`src/design/sae_pkg.sv`:
```
// ----------------------------------------------------------------------------
// sae_pkg
// Shared types and constants of the adaptive Sobel edge map.
// ----------------------------------------------------------------------------
`default_nettype none

package sae_pkg;

  // |Gx| and |Gy| never exceed 4*255
  localparam int unsigned GRAD_W = 11;
  localparam int unsigned CFG_IDX_W = 2;
  localparam int unsigned CFG_DATA_W = 9;

  typedef enum logic [CFG_IDX_W-1:0] {
    CFG_WIDTH  = 2'd0,
    CFG_HEIGHT = 2'd1,
    CFG_MODE   = 2'd2
  } cfg_index_e;

  typedef enum logic [1:0] {
    MODE_FULL  = 2'd0,
    MODE_ABS_X = 2'd1,
    MODE_ABS_Y = 2'd2
  } grad_mode_e;

  typedef enum logic [12:0] {
    S_IDLE = 13'b0000000000001,
    S_LRD  = 13'b0000000000010,
    S_MAG  = 13'b0000000000100,
    S_SQ   = 13'b0000000001000,
    S_SQW  = 13'b0000000010000,
    S_MW   = 13'b0000000100000,
    S_BW   = 13'b0000001000000,
    S_ADV  = 13'b0000010000000,
    S_DRD  = 13'b0000100000000,
    S_DM1  = 13'b0001000000000,
    S_DM2  = 13'b0010000000000,
    S_DM3  = 13'b0100000000000,
    S_DOUT = 13'b1000000000000
  } state_e;

  typedef struct packed {
    logic start;
    logic done;
  } sqrt_ctl_t;

endpackage

`default_nettype wire

```
`src/design/sae_isqrt.sv`:
```
// ----------------------------------------------------------------------------
// sae_isqrt
// Iterative integer square root, one result bit per cycle.
// ----------------------------------------------------------------------------
`default_nettype none

module sae_isqrt import sae_pkg::*; #(
  parameter int unsigned W = 19
) (
  input  wire logic           clk_i,
  input  wire logic           rst_ni,
  input  wire logic           start_i,
  input  wire logic [2*W-1:0] rad_i,
  output sqrt_ctl_t           ctl_o,
  output logic [W-1:0]        root_o
);

  localparam int unsigned CNT_W = $clog2(W + 1);

  logic             busy_q, busy_d;
  logic             done_q, done_d;
  logic [CNT_W-1:0] cnt_q, cnt_d;
  logic [2*W-1:0]   rad_q, rad_d;
  logic [W+1:0]     rem_q, rem_d;
  logic [W-1:0]     root_q, root_d;
  logic [W+1:0]     rem_sh, trial;

  assign rem_sh = {rem_q[W-1:0], rad_q[2*W-1 -: 2]};
  assign trial  = {root_q, 2'b01};

  always_comb begin
    busy_d = busy_q;
    done_d = 1'b0;
    cnt_d  = cnt_q;
    rad_d  = rad_q;
    rem_d  = rem_q;
    root_d = root_q;
    if (start_i) begin
      busy_d = 1'b1;
      cnt_d  = CNT_W'(W);
      rad_d  = rad_i;
      rem_d  = '0;
      root_d = '0;
    end else if (busy_q) begin
      rad_d = rad_q << 2;
      cnt_d = cnt_q - 1'b1;
      if (rem_sh >= trial) begin
        rem_d  = rem_sh - trial;
        root_d = {root_q[W-2:0], 1'b1};
      end else begin
        rem_d  = rem_sh;
        root_d = {root_q[W-2:0], 1'b0};
      end
      if (cnt_q == CNT_W'(1)) begin
        busy_d = 1'b0;
        done_d = 1'b1;
      end
    end
  end

  always_ff @(posedge clk_i or negedge rst_ni) begin
    if (!rst_ni) begin
      busy_q <= 1'b0;
      done_q <= 1'b0;
      cnt_q  <= '0;
    end else begin
      busy_q <= busy_d;
      done_q <= done_d;
      cnt_q  <= cnt_d;
    end
  end

  always_ff @(posedge clk_i) begin
    rad_q  <= rad_d;
    rem_q  <= rem_d;
    root_q <= root_d;
  end

  assign ctl_o.start = start_i;
  assign ctl_o.done  = done_q;
  assign root_o      = root_q;

endmodule

`default_nettype wire

```
`config.mk`:
```
export PLATFORM = sky130hd
export DESIGN_NAME = sae_isqrt
export DESIGN_NICKNAME = d
export VERILOG_FILES = /design/src/design/sae_pkg.sv /design/src/design/sae_isqrt.sv
export SDC_FILE = /design/constraint.sdc
export NUM_CORES = 1
export LEC_CHECK = 0
export ABC_CLOCK_PERIOD_IN_PS = 4600
export BUFFER_PORTS_ARGS = -buffer_cell sky130_fd_sc_hd__buf_2
export CORE_MARGIN = 4
export CORE_UTILIZATION = 62
export CTS_CLUSTER_DIAMETER = 30
export CTS_CLUSTER_SIZE = 8
export DETAILED_ROUTE_END_ITERATION = 10
export GPL_TIMING_DRIVEN = 1
export PLACE_DENSITY = 0.94
export SETUP_SLACK_MARGIN = 0.2
export SLEW_MARGIN = 20
export SYNTH_ARGS = -nofsm -noshare
export SYNTH_HDL_FRONTEND = slang
export SYNTH_SLANG_ARGS = --single-unit
```
`constraint.sdc`:
```
create_clock -name clk_i -period 4.6 [get_ports clk_i]
set_input_delay 1.38 -clock clk_i [delete_from_list [all_inputs] [get_ports clk_i]]
set_output_delay 1.38 -clock clk_i [all_outputs]
set_load 0.02 [all_outputs]
```
# Word-level counts from Yosys, hierarchy flattened
# Index checks and enable logic that the tools add are counted.
# op_classes
eq_ne	1
reduce_logical	1
n_addsub	2
magnitude_cmp	1
mux	12
# ops
operator	n
38-bit two-way mux	2
21-bit greater-or-equal comparator	1
19-bit two-way mux	1
19-bit subtractor	1
5-bit two-way mux	2
1-bit two-way mux	7
5-bit by 1-bit == test with 1-bit output, second input constant	1
5-bit by 1-bit subtractor with 5-bit output, second input constant	1
2-bit nonzero test	1
# totals
reg_bits	83
elab_cells	23
in_bits	41
output_inout_bits	21

# Depth between registers and ports, before layout
# Gate-level depths: netlist of run 1.
# logic_depth
ltp_word	4
depth_mapped	13
depth_no_buf	10

# Least setup slack after synthesis of run 1
# OpenSTA, ideal clock, no wires.
# synth_timing
kind	input to output
from	input port start_i
to	output port ctl_o[1] in the netlist's numbering
stages	1
required_time_ns	3.220
n_path_buf	1
arrival_ns	1.514
path_slack_ns	1.706
path_cell_list	buf_4
# synth_lines
element	line_no	source
start: declaration	sae_isqrt.sv:12	input wire logic start_i,
end: declaration	sae_isqrt.sv:14	output sqrt_ctl_t ctl_o,
# No word-level cell between the ends.

# Worst setup path in the final report of run 1
# layout_timing
from	register root_q[3], in the netlist root_o[3]
to	register rem_q[15]
# layout_via
elab_chain_cells	2
word_cells_on_any_way	3
cone_classes	1 x add/sub; 1 x order compare; 1 x mux
# layout_rtl
element	line_no	source
start: declaration	sae_isqrt.sv:25	logic [W-1:0] root_q, root_d;
start signal: assignment	sae_isqrt.sv:76	root_q <= root_d;
19-bit subtractor or 21-bit greater-or-equal comparator (tied branches)	sae_isqrt.sv:48, sae_isqrt.sv:47	
19-bit two-way mux *	sae_isqrt.sv:47	if (rem_sh >= trial) begin
end signal: assignment	sae_isqrt.sv:75	rem_q <= rem_d;
end: declaration	sae_isqrt.sv:24	logic [W+1:0] rem_q, rem_d;
# Mark *: on every way between the ends. The rest lies on a longest branch, timed or not.
# A chain may end at the register's enable or synchronous reset.

==> results of run 1 <==
==> cell usage in the layout (no fill, tap or decap), types with 2 or more instances in the layout <==
cell,instances
sky130_fd_sc_hd__nand3_1,5
sky130_fd_sc_hd__a21o_1,4
sky130_fd_sc_hd__ha_1,23
sky130_fd_sc_hd__buf_2,61
sky130_fd_sc_hd__a311oi_1,2
sky130_fd_sc_hd__inv_1,28
sky130_fd_sc_hd__buf_4,2
sky130_fd_sc_hd__inv_8,2
sky130_fd_sc_hd__a211o_1,2
sky130_fd_sc_hd__nor2_1,53
sky130_fd_sc_hd__mux2i_1,33
sky130_fd_sc_hd__dfrtp_1,6
sky130_fd_sc_hd__nand4_1,2
sky130_fd_sc_hd__nor3_1,6
sky130_fd_sc_hd__and3_1,3
sky130_fd_sc_hd__mux2_2,36
sky130_fd_sc_hd__o211ai_1,2
sky130_fd_sc_hd__clkbuf_8,9
sky130_fd_sc_hd__o31a_1,4
sky130_fd_sc_hd__or3_1,5
sky130_fd_sc_hd__bufinv_16,2
sky130_fd_sc_hd__a21oi_1,11
sky130_fd_sc_hd__dfxtp_1,38
sky130_fd_sc_hd__xor2_1,3
sky130_fd_sc_hd__nor2b_1,3
sky130_fd_sc_hd__nand2b_1,6
sky130_fd_sc_hd__a211oi_1,17
sky130_fd_sc_hd__nand2_1,14
sky130_fd_sc_hd__nor4_1,4
sky130_fd_sc_hd__edfxtp_1,38
sky130_fd_sc_hd__xnor2_1,14
sky130_fd_sc_hd__o21a_1,5
sky130_fd_sc_hd__o21ai_0,8
sky130_fd_sc_hd__and2_1,2
==> area by class of cell <==
type | count | area (µm²) | share of cell area (%)
Clock buffer | 9 | 124 | 2.46
Clock inverter | 7 | 108 | 2.14
Inverter | 28 | 105 | 2.09
Multi-Input combinational cell | 286 | 2180 | 43.3
Sequential cell | 83 | 2080 | 41.2
Tap cell | 96 | 120 | 2.38
Timing Repair Buffer | 63 | 320 | 6.36
==> power by group <==
part           switching [mW]  leakage [nW]  total (mW)  internal (mW)
Clock                   0.288         0.114       0.604          0.316
Sequential             0.0770         0.797       0.966          0.889
Combinational           0.720          1.33        1.37          0.648
Total                    1.09          2.24        2.94           1.85
==> state kept, by name (all words and copies together), names as in the netlist <==
name,flops
cnt_q,5
busy_q,1
rem_q,19
root_o,19
rad_q,38
done_q,1
==> cell families after synthesis <==
family	synth area share, %
multiplexers	16.4
AO/OA/AOI/OAI	11.5
AND/OR/NAND/NOR	11.0
flip-flops	46.3
adder cells (fa/ha/maj)	6.41
XOR/XNOR	3.32
buffers and inverters	5.07
==> routing by layer <==
metal	up-vias	GRT usage, %	wire (µm)
met5	-	0	0
met4	0	8.06	213
met3	27	5.87	631
met2	123	39.2	4760
met1	1603	25.8	3700
li1	1604	-	-
==> per-stage QoR <==
| stage | worst slack [ns] | utilization (%) |
|---|---|---|
| 4_1_cts | 1.15 | 73.0 |
| 6_report | 1.10 | 73.0 |
| 3_5_place_dp | 1.16 | 69.6 |
| 3_3_place_gp | 1.33 | 69.6 |
| 5_1_grt | 0.828 | 73.0 |
| 2_1_floorplan | 1.71 | - |
==> worst max-delay path: stages (launching register included) <==
cell	delay [ns]
sky130_fd_sc_hd__dfxtp_1	0.37
sky130_fd_sc_hd__inv_1	0.06
sky130_fd_sc_hd__ha_1	0.36
sky130_fd_sc_hd__a21oi_1	0.22
sky130_fd_sc_hd__o21ai_0	0.17
sky130_fd_sc_hd__o31a_1	0.32
sky130_fd_sc_hd__o31a_1	0.31
sky130_fd_sc_hd__o221ai_2	0.20
sky130_fd_sc_hd__o211a_1	0.89
sky130_fd_sc_hd__mux2i_1	0.20
sky130_fd_sc_hd__a211oi_1	0.30
==> worst max-delay path by stage <==
stage	from	to	slack, ns	cells past startpoint
3_3_place_gp	root_o[1]	rem_q[15]	1.33	10
6_report	root_o[3]	rem_q[15]	1.10	10
5_1_grt	root_o[3]	rem_q[12]	0.83	10
4_1_cts	root_o[3]	rem_q[12]	1.15	10
2_1_floorplan	start_i	ctl_o[1]	1.71	1
3_5_place_dp	root_o[1]	rem_q[12]	1.16	10
==> impl_metrics.sql, run 1 <==
INSERT INTO impl_metrics (metric_group, metric, value, unit) VALUES
('outcome', 'status', 'completed', ''),
('synth', 'synth_area_per_cell', '10.7', 'µm²'),
('setup_path', 'critical_path.endpoint_type', 'flip-flop', ''),
('cts', 'cts_tree', 'built', ''),
('setup_path', 'worst_r2r_path_depth', '10', ''),
('finish', 'layout.cell_area.non_filler', '5040', 'µm²'),
('finish', 'stdcell_count', '572', ''),
('detailed_routing', 'detail_route.wirelength', '9300', 'µm'),
('detailed_routing', 'drt_iter0_markers', '249', ''),
('cts', 'ctsLongestPathBuffers', '2', ''),
('sta', 'finalMaxSlewViolations', '0', ''),
('placed_design', 'dpl.hpwl', '6310', 'µm'),
('finish', 'layout.nets', '535', ''),
('detailed_routing', 'drc_errors', '0', ''),
('sta', 'setup_tns', '0', 'ns'),
('finish', 'area_growth', '12.3', '%'),
('cts', 'cts_htree_levels', '3', ''),
('global_route', 'pin_count_of_the_biggest_net_entering_global_routing', '84', ''),
('worst_hold_path', 'holdPathStages', '2', ''),
('global_route', 'first_global_vias', '3381', ''),
('floorplanning', 'coreArea', '6910', 'µm²'),
('detailed_routing', 'drtPass1Iterations', '5', ''),
('pwr', 'finalPower', '2.94', 'mW'),
('cts', 'cts_post_setup_buffers_inserted', '0', ''),
('sta', 'hold_ws', '0.485', 'ns'),
('detailed_routing', 'final_antenna_net_count', '0', ''),
('worst_hold_path', 'hp-class', 'reg -> reg', ''),
('synth', 'postSynthCellCount', '420', ''),
('synth', 'synth_common_cells', 'sky130_fd_sc_hd__nor2_1 (53), sky130_fd_sc_hd__dfxtp_1 (38), sky130_fd_sc_hd__edfxtp_1 (38)', ''),
('synth', 'most_instantiated_library_cell_after_synthesis', 'sky130_fd_sc_hd__nor2_1', ''),
('sta', 'setup_viol', '0', ''),
('sta', 'period_needed', '3.50', 'ns'),
('sta', 'period_share', '76.0', '%'),
('floorplanning', 'chip_width', '93.1', 'µm'),
('synth', 'postSynth.topFlopCell', 'sky130_fd_sc_hd__edfxtp_1', ''),
('setup_path', 'critical_path_arrival', '3.75', 'ns'),
('finish', 'drive_gt1_share', '25.8', '%'),
('cts', 'hold_bufs_at_cts', '0', ''),
('synth', 'yosys_warnings', '0', ''),
('detailed_routing', 'via_per_inst', '5.87', ''),
('synth', 'yosys.area.top_type', 'sky130_fd_sc_hd__edfxtp_1', ''),
('finish', 'fillers', '495', ''),
('sta', 'max_freq', '286', 'MHz'),
('sta', 'timing.final.hold_violations', '0', ''),
('pwr', 'cellLeakagePower', '2.24', 'nW'),
('global_route', 'global_route_wire_length_before_repair', '15400', 'µm'),
('sta', 'worst_slew_margin_rel', '28.7', '%'),
('floorplanning', 'i_o_pin_count', '62', ''),
('global_route', 'overflow_after_grt', '0', ''),
('synth', 'number_of_synthesized_flops_with_an_enable_pin', '38', ''),
('synth', 'netlist_top_cells_area', 'sky130_fd_sc_hd__edfxtp_1 (25%), sky130_fd_sc_hd__dfxtp_1 (17%), sky130_fd_sc_hd__mux2_2 (9.0%)', ''),
('global_route', 'antenna_found_initial', '0', ''),
('setup_path', 'rr_startpoint', 'root_o[3]', ''),
('placed_design', 'place_congestion', '0.845', ''),
('sta', 'grt_setup_unrepaired', 'false', ''),
('setup_path', 'cp.required', '4.85', 'ns'),
('cts', 'cts-resized-gates', '0', ''),
('floorplanning', 'dieHeight', '93.1', 'µm'),
('cts', 'clk_pin_slew', '0.09', 'ns'),
('setup_path', 'critical_path_peak_fanout', '24', ''),
('cts', 'clockRootBuffer', 'sky130_fd_sc_hd__clkbuf_8', ''),
('cts', 'clock_sink_count', '83', ''),
('worst_hold_path', 'worst_hold_startpoint', 'rem_q[0]', ''),
('synth', 'synth_async_sr_flop_share', '8.43', '%'),
('pwr', 'worst_ir_drop_vdd', '0.000341', 'V'),
('cts', 'clock_insertion_delay_worst_skew', '0.36', 'ns'),
('synth', 'synth-seq-cells', '83', ''),
('sta', 'timing_worst_slew_pin_value', '1.07', 'ns'),
('sta', 'timing.clock.skew', '0.0100', 'ns'),
('synth', 'synth_largest_type_area_fraction', '25.4', '%'),
('synth', 'netlist_cell_types', '54', '');
(Power assumes the default switching activity.)
==> run 2, diff against run 1 <==
--- a/config.mk
+++ b/config.mk
@@ -5,15 +5,15 @@
 export SDC_FILE = /design/constraint.sdc
 export NUM_CORES = 1
 export LEC_CHECK = 0
-export ABC_CLOCK_PERIOD_IN_PS = 4600
+export ABC_CLOCK_PERIOD_IN_PS = 3300
 export BUFFER_PORTS_ARGS = -buffer_cell sky130_fd_sc_hd__buf_2
 export CORE_MARGIN = 4
-export CORE_UTILIZATION = 62
+export CORE_UTILIZATION = 58
 export CTS_CLUSTER_DIAMETER = 30
 export CTS_CLUSTER_SIZE = 8
 export DETAILED_ROUTE_END_ITERATION = 10
 export GPL_TIMING_DRIVEN = 1
-export PLACE_DENSITY = 0.94
+export PLACE_DENSITY = 0.89
 export SETUP_SLACK_MARGIN = 0.2
 export SLEW_MARGIN = 20
 export SYNTH_ARGS = -nofsm -noshare
==> constraint.sdc (replaced) <==
create_clock -name clk_i -period 3.3 [get_ports clk_i]
set_input_delay 0.99 -clock clk_i [delete_from_list [all_inputs] [get_ports clk_i]]
set_output_delay 0.99 -clock clk_i [all_outputs]
set_load 0.02 [all_outputs]
==> impl_metrics.sql, run 2 (synthesis results as in run 1) <==
INSERT INTO impl_metrics (metric_group, metric, value, unit) VALUES
('outcome', 'status', 'completed', ''),
('sta', 'timing_worst_slew_pin_value', '0.484', 'ns'),
('cts', 'cts_htree_levels', '3', ''),
('sta', 'finalMaxSlewViolations', '0', ''),
('pwr', 'seq_power_share', '33.5', '%'),
('detailed_routing', 'wire_per_inst', '15.4', 'µm'),
('detailed_routing', 'drtPass1Iterations', '4', ''),
('pwr', 'share_clk_of_total_power', '18.4', '%'),
('pwr', 'power.density_cell_area', '792', 'nW/µm²'),
('finish', 'stdcell_count', '579', ''),
('floorplanning', 'chip_width', '96.0', 'µm'),
('pwr', 'p_comb_share', '48.1', '%'),
('setup_path', 'critPathKind', 'reg -> reg', ''),
('pwr', 'finalPower', '4.02', 'mW'),
('sta', 'max_freq', '352', 'MHz'),
('detailed_routing', 'drt_iter0_markers', '257', ''),
('setup_path', 'cpLargestDelayFamily', 'compound AO/OA/AOI/OAI gates', ''),
('setup_path', 'critical_path_peak_fanout', '11', ''),
('placed_design', 'place_congestion', '0.862', ''),
('sta', 'period_needed', '2.84', 'ns'),
('finish', 'layout.nets', '539', ''),
('finish', 'layout_common_cells', 'sky130_fd_sc_hd__buf_2 (61), sky130_fd_sc_hd__nor2_1 (53), sky130_fd_sc_hd__edfxtp_1 (38), sky130_fd_sc_hd__dfxtp_1 (38), sky130_fd_sc_hd__mux2_2 (36)', ''),
('detailed_routing', 'final_antenna_net_count', '0', ''),
('floorplanning', 'floorplan.rows', '31', ''),
('cts', 'cts-buffers-inserted', '9', ''),
('pwr', 'switchingPower', '1.52', 'mW'),
('detailed_routing', 'drc_errors', '0', ''),
('finish', 'finalCoreUtilization', '68.9', '%'),
('cts', 'clock_sink_count', '83', ''),
('global_route', 'pin_count_of_the_biggest_net_entering_global_routing', '41', ''),
('floorplanning', 'initial_core_util', '60.9', '%'),
('setup_path', 'critical_path_arrival', '3.08', 'ns'),
('setup_path', 'crit_path_top_delay_cell', 'sky130_fd_sc_hd__ha_1', ''),
('setup_path', 'critical_path.max_stage_delay', '0.40', 'ns'),
('placed_design', 'dpl.hpwl', '6420', 'µm'),
('cts', 'cts_tree', 'built', ''),
('setup_path', 'critical-path-top-cell-by-count', 'sky130_fd_sc_hd__o31a_1', ''),
('pwr', 'cellLeakagePower', '2.25', 'nW'),
('finish', 'largest_reg_flops', '38', ''),
('sta', 'timing.final.hold_violations', '0', ''),
('detailed_routing', 'via_per_inst', '5.60', ''),
('finish', 'max_flop_register', 'rad_q', ''),
('setup_path', 'worstPathCellList', 'inv_1 > ha_1 > nand3_1 > o21ai_0 > o31a_1 > o31a_1 > o221ai_2 > o211a_1 > buf_6 > mux2i_1 > a211oi_2', ''),
('finish', 'most_common_cell_after_layout_fill_and_taps_aside', 'sky130_fd_sc_hd__buf_2', ''),
('cts', 'clock_insertion_delay_worst_skew', '0.37', 'ns'),
('cts', 'ctsLongestPathBuffers', '2', ''),
('sta', 'timing.clock.skew', '0.0117', 'ns'),
('sta', 'period_share', '86.2', '%'),
('sta', 'worst_slew_margin_rel', '67.7', '%'),
('finish', 'n_antenna_cell', '0', ''),
('placed_design', 'dpl.cell_count', '563', ''),
('worst_hold_path', 'hp-class', 'in -> async', ''),
('global_route', 'first_global_vias', '3173', ''),
('setup_path', 'worstPathBufferInverterCount', '2', ''),
('floorplanning', 'i_o_pin_count', '62', ''),
('sta', 'grt_setup_unrepaired', 'false', ''),
('floorplanning', 'floorplan.die_area', '9210', 'µm²'),
('detailed_routing', 'vias', '3245', ''),
('cts', 'clockRootBuffer', 'sky130_fd_sc_hd__clkbuf_8', ''),
('pwr', 'worst_ir_drop_vdd', '0.000407', 'V'),
('flow_run', 'drv_cap', '0', ''),
('floorplanning', 'dieHeight', '96.0', 'µm'),
('setup_path', 'start_kind', 'flip-flop', ''),
('setup_path', 'cp.required', '3.54', 'ns'),
('global_route', 'track_usage', '20.9', '%'),
('global_route', 'antenna_found_initial', '0', ''),
('finish', 'fillers', '562', ''),
('finish', 'drive_gt1_share', '27.7', '%'),
('pwr', 'netSwitchingFraction', '37.8', '%'),
('global_route', 'global_route_wire_length_before_repair', '14900', 'µm'),
('pwr', 'internal-power', '2.50', 'mW'),
('global_route', 'overflow_after_grt', '0', ''),
('sta', 'setup_viol', '0', ''),
('setup_path', 'critical_path.endpoint_type', 'flip-flop', ''),
('detailed_routing', 'detail_route.wirelength', '8910', 'µm'),
('floorplanning', 'coreArea', '7370', 'µm²'),
('cts', 'clk_pin_slew', '0.10', 'ns'),
('placed_design', 'port_buffers', '61', ''),
('finish', 'area_growth', '13.2', '%'),
('sta', 'setup_tns', '0', 'ns');
## run 2: cell count changes in the layout (fill, tap and decap cells not counted), moves of 2 or more
| cell | delta |
|---|---|
| sky130_fd_sc_hd__ha_2 | +2 |
| sky130_fd_sc_hd__a211oi_1 | -2 |
| sky130_fd_sc_hd__a211oi_2 | +2 |
| sky130_fd_sc_hd__inv_8 | +3 |
| sky130_fd_sc_hd__bufinv_16 | -2 |
| sky130_fd_sc_hd__buf_6 | +2 |
| sky130_fd_sc_hd__ha_1 | -2 |
## run 2: worst paths after layout
| path | depth (start not counted) | slack (ns) | from | to |
|---|---|---|---|---|
| min in group clk_i | 2 | 0.50 | rem_q[0] | rem_q[0] |
| setup / recovery | 11 | 0.46 | root_o[6] | rem_q[11] |
| max in group asynchronous | 1 | 2.71 | rst_ni | busy_q |
| hold / removal | 1 | 0.43 | rst_ni | cnt_q[0] |
| hold reg to reg | 2 | 0.50 | rem_q[0] | rem_q[0] |
| setup reg to reg | 11 | 0.46 | root_o[6] | rem_q[11] |
## run 2: layout make-up
class | count | area (µm²) | area share (%)
sequential | 83 | 2080 | 40.9
clock buffer | 9 | 124 | 2.44
inverter | 28 | 105 | 2.07
timing repair buffer | 67 | 370 | 7.29
clock inverter | 7 | 73.8 | 1.45
tap | 99 | 124 | 2.44
multi-input combinational | 286 | 2210 | 43.4
## run 2: power groups by stage
stage / Clock, mW / Sequential, mW / Combinational, mW
6_report: 0.739 / 1.35 / 1.94
5_1_grt: 0.796 / 1.37 / 2.15
4_1_cts: 0.751 / 1.35 / 1.88
3_5_place_dp: 0 / 1.37 / 1.86
3_3_place_gp: 0 / 1.36 / 1.79
2_1_floorplan: 0 / 1.34 / 1.61
## run 2: metal layers
metal / wire length [µm] / part of all wire [%] / vias up / track usage (%)
met3: 481 / 5.4 / 13 / 5.00
li1: - / - / 1621 / -
met1: 4000 / 45 / 1538 / 26.4
met2: 4270 / 48 / 73 / 33.6
met5: 0 / 0 / - / 0
met4: 157 / 1.8 / 0 / 10.1
## run 2: worst reg2reg max path, cell delays in order (launching register included)
cell                       delay [ns]
sky130_fd_sc_hd__dfxtp_1         0.39
sky130_fd_sc_hd__inv_1           0.06
sky130_fd_sc_hd__ha_1            0.40
sky130_fd_sc_hd__nand3_1         0.13
sky130_fd_sc_hd__o21ai_0         0.15
sky130_fd_sc_hd__o31a_1          0.32
sky130_fd_sc_hd__o31a_1          0.31
sky130_fd_sc_hd__o221ai_2        0.21
sky130_fd_sc_hd__o211a_1         0.23
sky130_fd_sc_hd__buf_6           0.19
sky130_fd_sc_hd__mux2i_1         0.24
sky130_fd_sc_hd__a211oi_2        0.09
## run 2: repair_timing
| action | 4_1_cts | 5_1_grt |
|---|---|---|
| endpoints found under the setup margin | 0 | 16 |
| hold buffers | 0 | 0 |
| setup buffers | 0 | 0 |
| gates resized for setup | 0 | 8 |
## run 2: stage by stage
step | area (µm²) | setup WS [ns] | hold slack, ns
floorplan | 4490 | 0.500 | 0.445
global placement | 4850 | 0.568 | 0.465
detailed placement | 4850 | 0.439 | 0.476
CTS | 5050 | 0.377 | 0.426
global route | 5080 | 0.241 | 0.427
finish | 5080 | 0.455 | 0.425
==> run 3, diff against run 2 <==
--- a/config.mk
+++ b/config.mk
@@ -8,12 +8,13 @@
 export ABC_CLOCK_PERIOD_IN_PS = 3300
 export BUFFER_PORTS_ARGS = -buffer_cell sky130_fd_sc_hd__buf_2
 export CORE_MARGIN = 4
-export CORE_UTILIZATION = 58
+export CORE_UTILIZATION = 31
+export CTS_BUF_LIST = sky130_fd_sc_hd__clkbuf_4 sky130_fd_sc_hd__clkbuf_8 sky130_fd_sc_hd__clkbuf_16
 export CTS_CLUSTER_DIAMETER = 30
 export CTS_CLUSTER_SIZE = 8
 export DETAILED_ROUTE_END_ITERATION = 10
 export GPL_TIMING_DRIVEN = 1
-export PLACE_DENSITY = 0.89
+export PLACE_DENSITY = 0.57
 export SETUP_SLACK_MARGIN = 0.2
 export SLEW_MARGIN = 20
 export SYNTH_ARGS = -nofsm -noshare
==> impl_metrics.sql, run 3 (synthesis results as in run 1) <==
INSERT INTO impl_metrics (metric_group, metric, value, unit) VALUES
('detailed_routing', 'detail_route.wirelength', '9180', 'µm'),
('outcome', 'status', 'completed', ''),
('cts', 'cts_htree_levels', '3', ''),
('finish', 'layout_common_cells', 'sky130_fd_sc_hd__buf_2 (61), sky130_fd_sc_hd__nor2_1 (53), sky130_fd_sc_hd__edfxtp_1 (38), sky130_fd_sc_hd__dfxtp_1 (38), sky130_fd_sc_hd__mux2_2 (36)', ''),
('pwr', 'internal-power', '2.75', 'mW'),
('detailed_routing', 'drc_errors', '0', ''),
('cts', 'clock_insertion_delay_worst_skew', '0.34', 'ns'),
('global_route', 'overflow_after_grt', '0', ''),
('cts', 'clockRootBuffer', 'sky130_fd_sc_hd__clkbuf_16', ''),
('floorplanning', 'i_o_pin_count', '62', ''),
('finish', 'most_common_cell_after_layout_fill_and_taps_aside', 'sky130_fd_sc_hd__buf_2', ''),
('cts', 'cts-resized-gates', '0', ''),
('pwr', 'share_clk_of_total_power', '23.3', '%'),
('finish', 'layout.nets', '539', ''),
('global_route', 'track_usage', '11.4', '%'),
('cts', 'clk_pin_slew', '0.06', 'ns'),
('placed_design', 'place_congestion', '0.832', ''),
('setup_path', 'cp.required', '3.49', 'ns'),
('placed_design', 'port_buffers', '61', ''),
('pwr', 'switchingPower', '1.50', 'mW'),
('setup_path', 'timing.critical_path.from', 'root_o[1]', ''),
('detailed_routing', 'drtPass1Iterations', '4', ''),
('detailed_routing', 'detailroute.wirelength.met2', '4170', 'µm'),
('finish', 'largest_reg_flops', '38', ''),
('sta', 'setup_tns', '0', 'ns'),
('detailed_routing', 'routed_length_on_met3', '703', 'µm'),
('setup_path', 'critical_path.endpoint_type', 'flip-flop', ''),
('pwr', 'p_comb_share', '45.1', '%'),
('floorplanning', 'coreArea', '14000', 'µm²'),
('floorplanning', 'floorplan.rows', '43', ''),
('global_route', 'global_route_wire_length_before_repair', '15200', 'µm'),
('pwr', 'power.density_cell_area', '809', 'nW/µm²'),
('sta', 'timing.clock.skew', '0.00832', 'ns'),
('cts', 'hold_bufs_at_cts', '0', ''),
('floorplanning', 'initial_core_util', '32.0', '%'),
('cts', 'cts_post_setup_buffers_inserted', '0', ''),
('cts', 'ctsLongestPathBuffers', '2', ''),
('floorplanning', 'floorplan.die_area', '16500', 'µm²'),
('sta', 'max_freq', '340', 'MHz'),
('sta', 'finalWorstSetupSlack', '0.356', 'ns'),
('flow_run', 'drv_cap', '0', ''),
('finish', 'n_antenna_cell', '0', ''),
('sta', 'period_needed', '2.94', 'ns'),
('cts', 'clock_sink_count', '83', ''),
('detailed_routing', 'top_signal_layer_used', 'met5', ''),
('floorplanning', 'chip_width', '128', 'µm'),
('placed_design', 'dpl_worst_slack', '0.364', 'ns'),
('detailed_routing', 'detail_route.wirelength.met1', '4210', 'µm'),
('sta', 'worst_slew_margin_rel', '57.1', '%'),
('sta', 'period_share', '89.2', '%'),
('setup_path', 'start_kind', 'flip-flop', ''),
('setup_path', 'critical_path_peak_fanout', '16', ''),
('finish', 'drive_gt1_share', '26.7', '%'),
('global_route', 'pin_count_of_the_biggest_net_entering_global_routing', '58', ''),
('sta', 'grt_setup_unrepaired', 'false', ''),
('setup_path', 'critPathKind', 'reg -> reg', ''),
('global_route', 'antenna_found_initial', '1', ''),
('finish', 'area_growth', '17.1', '%'),
('setup_path', 'worst-r2r-setup-slack', '0.36', 'ns'),
('floorplanning', 'dieHeight', '128', 'µm'),
('setup_path', 'critical_path_arrival', '3.13', 'ns'),
('pwr', 'netSwitchingFraction', '35.2', '%'),
('detailed_routing', 'drt_iter0_markers', '104', ''),
('sta', 'setup_viol', '0', ''),
('sta', 'timing.final.hold_violations', '0', ''),
('sta', 'finalMaxSlewViolations', '0', ''),
('pwr', 'worst_ir_drop_vdd', '0.000482', 'V'),
('global_route', 'first_global_vias', '3226', ''),
('cts', 'cts_tree', 'built', ''),
('pwr', 'cellLeakagePower', '2.29', 'nW'),
('setup_path', 'rr_startpoint', 'root_o[1]', ''),
('worst_hold_path', 'hp-class', 'in -> async', ''),
('finish', 'max_flop_register', 'rad_q', ''),
('detailed_routing', 'via_per_inst', '4.87', ''),
('detailed_routing', 'wire_per_inst', '13.9', 'µm'),
('detailed_routing', 'vias', '3214', ''),
('cts', 'cts-buffers-inserted', '9', ''),
('detailed_routing', 'final_antenna_net_count', '0', ''),
('pwr', 'seq_power_share', '31.5', '%'),
('placed_design', 'dpl.hpwl', '6550', 'µm'),
('sta', 'timing_worst_slew_pin_value', '0.644', 'ns');
## run 3: changes by cell type in the layout (fill, tap and decap cells not counted), sizes merged
cell	previous run	this run
clkinvlp	0	1
clkinv	1	2
clkbuf	9	11
inv	34	30
## run 3: worst max-delay path, stage by stage (launching register included)
cell                       delay, ns
sky130_fd_sc_hd__dfxtp_1        0.37
sky130_fd_sc_hd__inv_1          0.06
sky130_fd_sc_hd__ha_1           0.40
sky130_fd_sc_hd__a21oi_2        0.24
sky130_fd_sc_hd__a211oi_2       0.11
sky130_fd_sc_hd__o31a_1         0.33
sky130_fd_sc_hd__o31a_1         0.32
sky130_fd_sc_hd__o221ai_2       0.21
sky130_fd_sc_hd__o211a_1        0.21
sky130_fd_sc_hd__buf_6          0.20
sky130_fd_sc_hd__mux2i_1        0.25
sky130_fd_sc_hd__a211oi_1       0.10
## run 3: area by class of cell
| class | count | area (µm²) |
|---|---|---|
| Timing Repair Buffer | 67 | 358 |
| Sequential cell | 83 | 2080 |
| Fill cell | 1376 | 8790 |
| Clock inverter | 5 | 42.5 |
| Inverter | 28 | 105 |
| Tap cell | 180 | 225 |
| Clock buffer | 11 | 258 |
| Multi-Input combinational cell | 286 | 2190 |
## run 3: path summary, 6_finish.rpt
check / depth (start not counted) / end
worst max-delay path: 11 / rem_q[16]
worst min-delay path: 1 / done_q
worst max register to register: 11 / rem_q[16]
worst min register to register: 2 / rem_q[0]
max in group asynchronous: 1 / busy_q
min in group clk_i: 2 / rem_q[0]
## run 3: metal layers
| layer | GRT usage [%] | vias up |
|---|---|---|
| met4 | 3.62 | 2 |
| li1 | - | 1627 |
| met2 | 17.7 | 67 |
| met5 | 0 | - |
| met1 | 14.1 | 1508 |
| met3 | 5.25 | 10 |
## run 3: power groups by stage
| stage | combinational [mW] | clock [mW] | sequential [mW] |
|---|---|---|---|
| floorplan | 1.61 | 0 | 1.34 |
| global placement | 1.87 | 0 | 1.36 |
| detailed placement | 1.89 | 0 | 1.36 |
| CTS | 1.90 | 1.03 | 1.34 |
| global route | 2.14 | 1.08 | 1.36 |
| finish | 1.92 | 0.992 | 1.34 |
## run 3: per-stage QoR
stage	hold WS, ns	instance area [µm²]	power [mW]	std cells	utilization [%]
finish	0.469	5250	4.25	660	37.4
global route	0.454	5250	4.58	660	37.4
CTS	0.456	5240	4.28	660	37.3
detailed placement	0.483	4940	3.25	644	35.2
global placement	0.461	4940	3.23	644	35.2
floorplan	0.445	4490	2.95	420	-
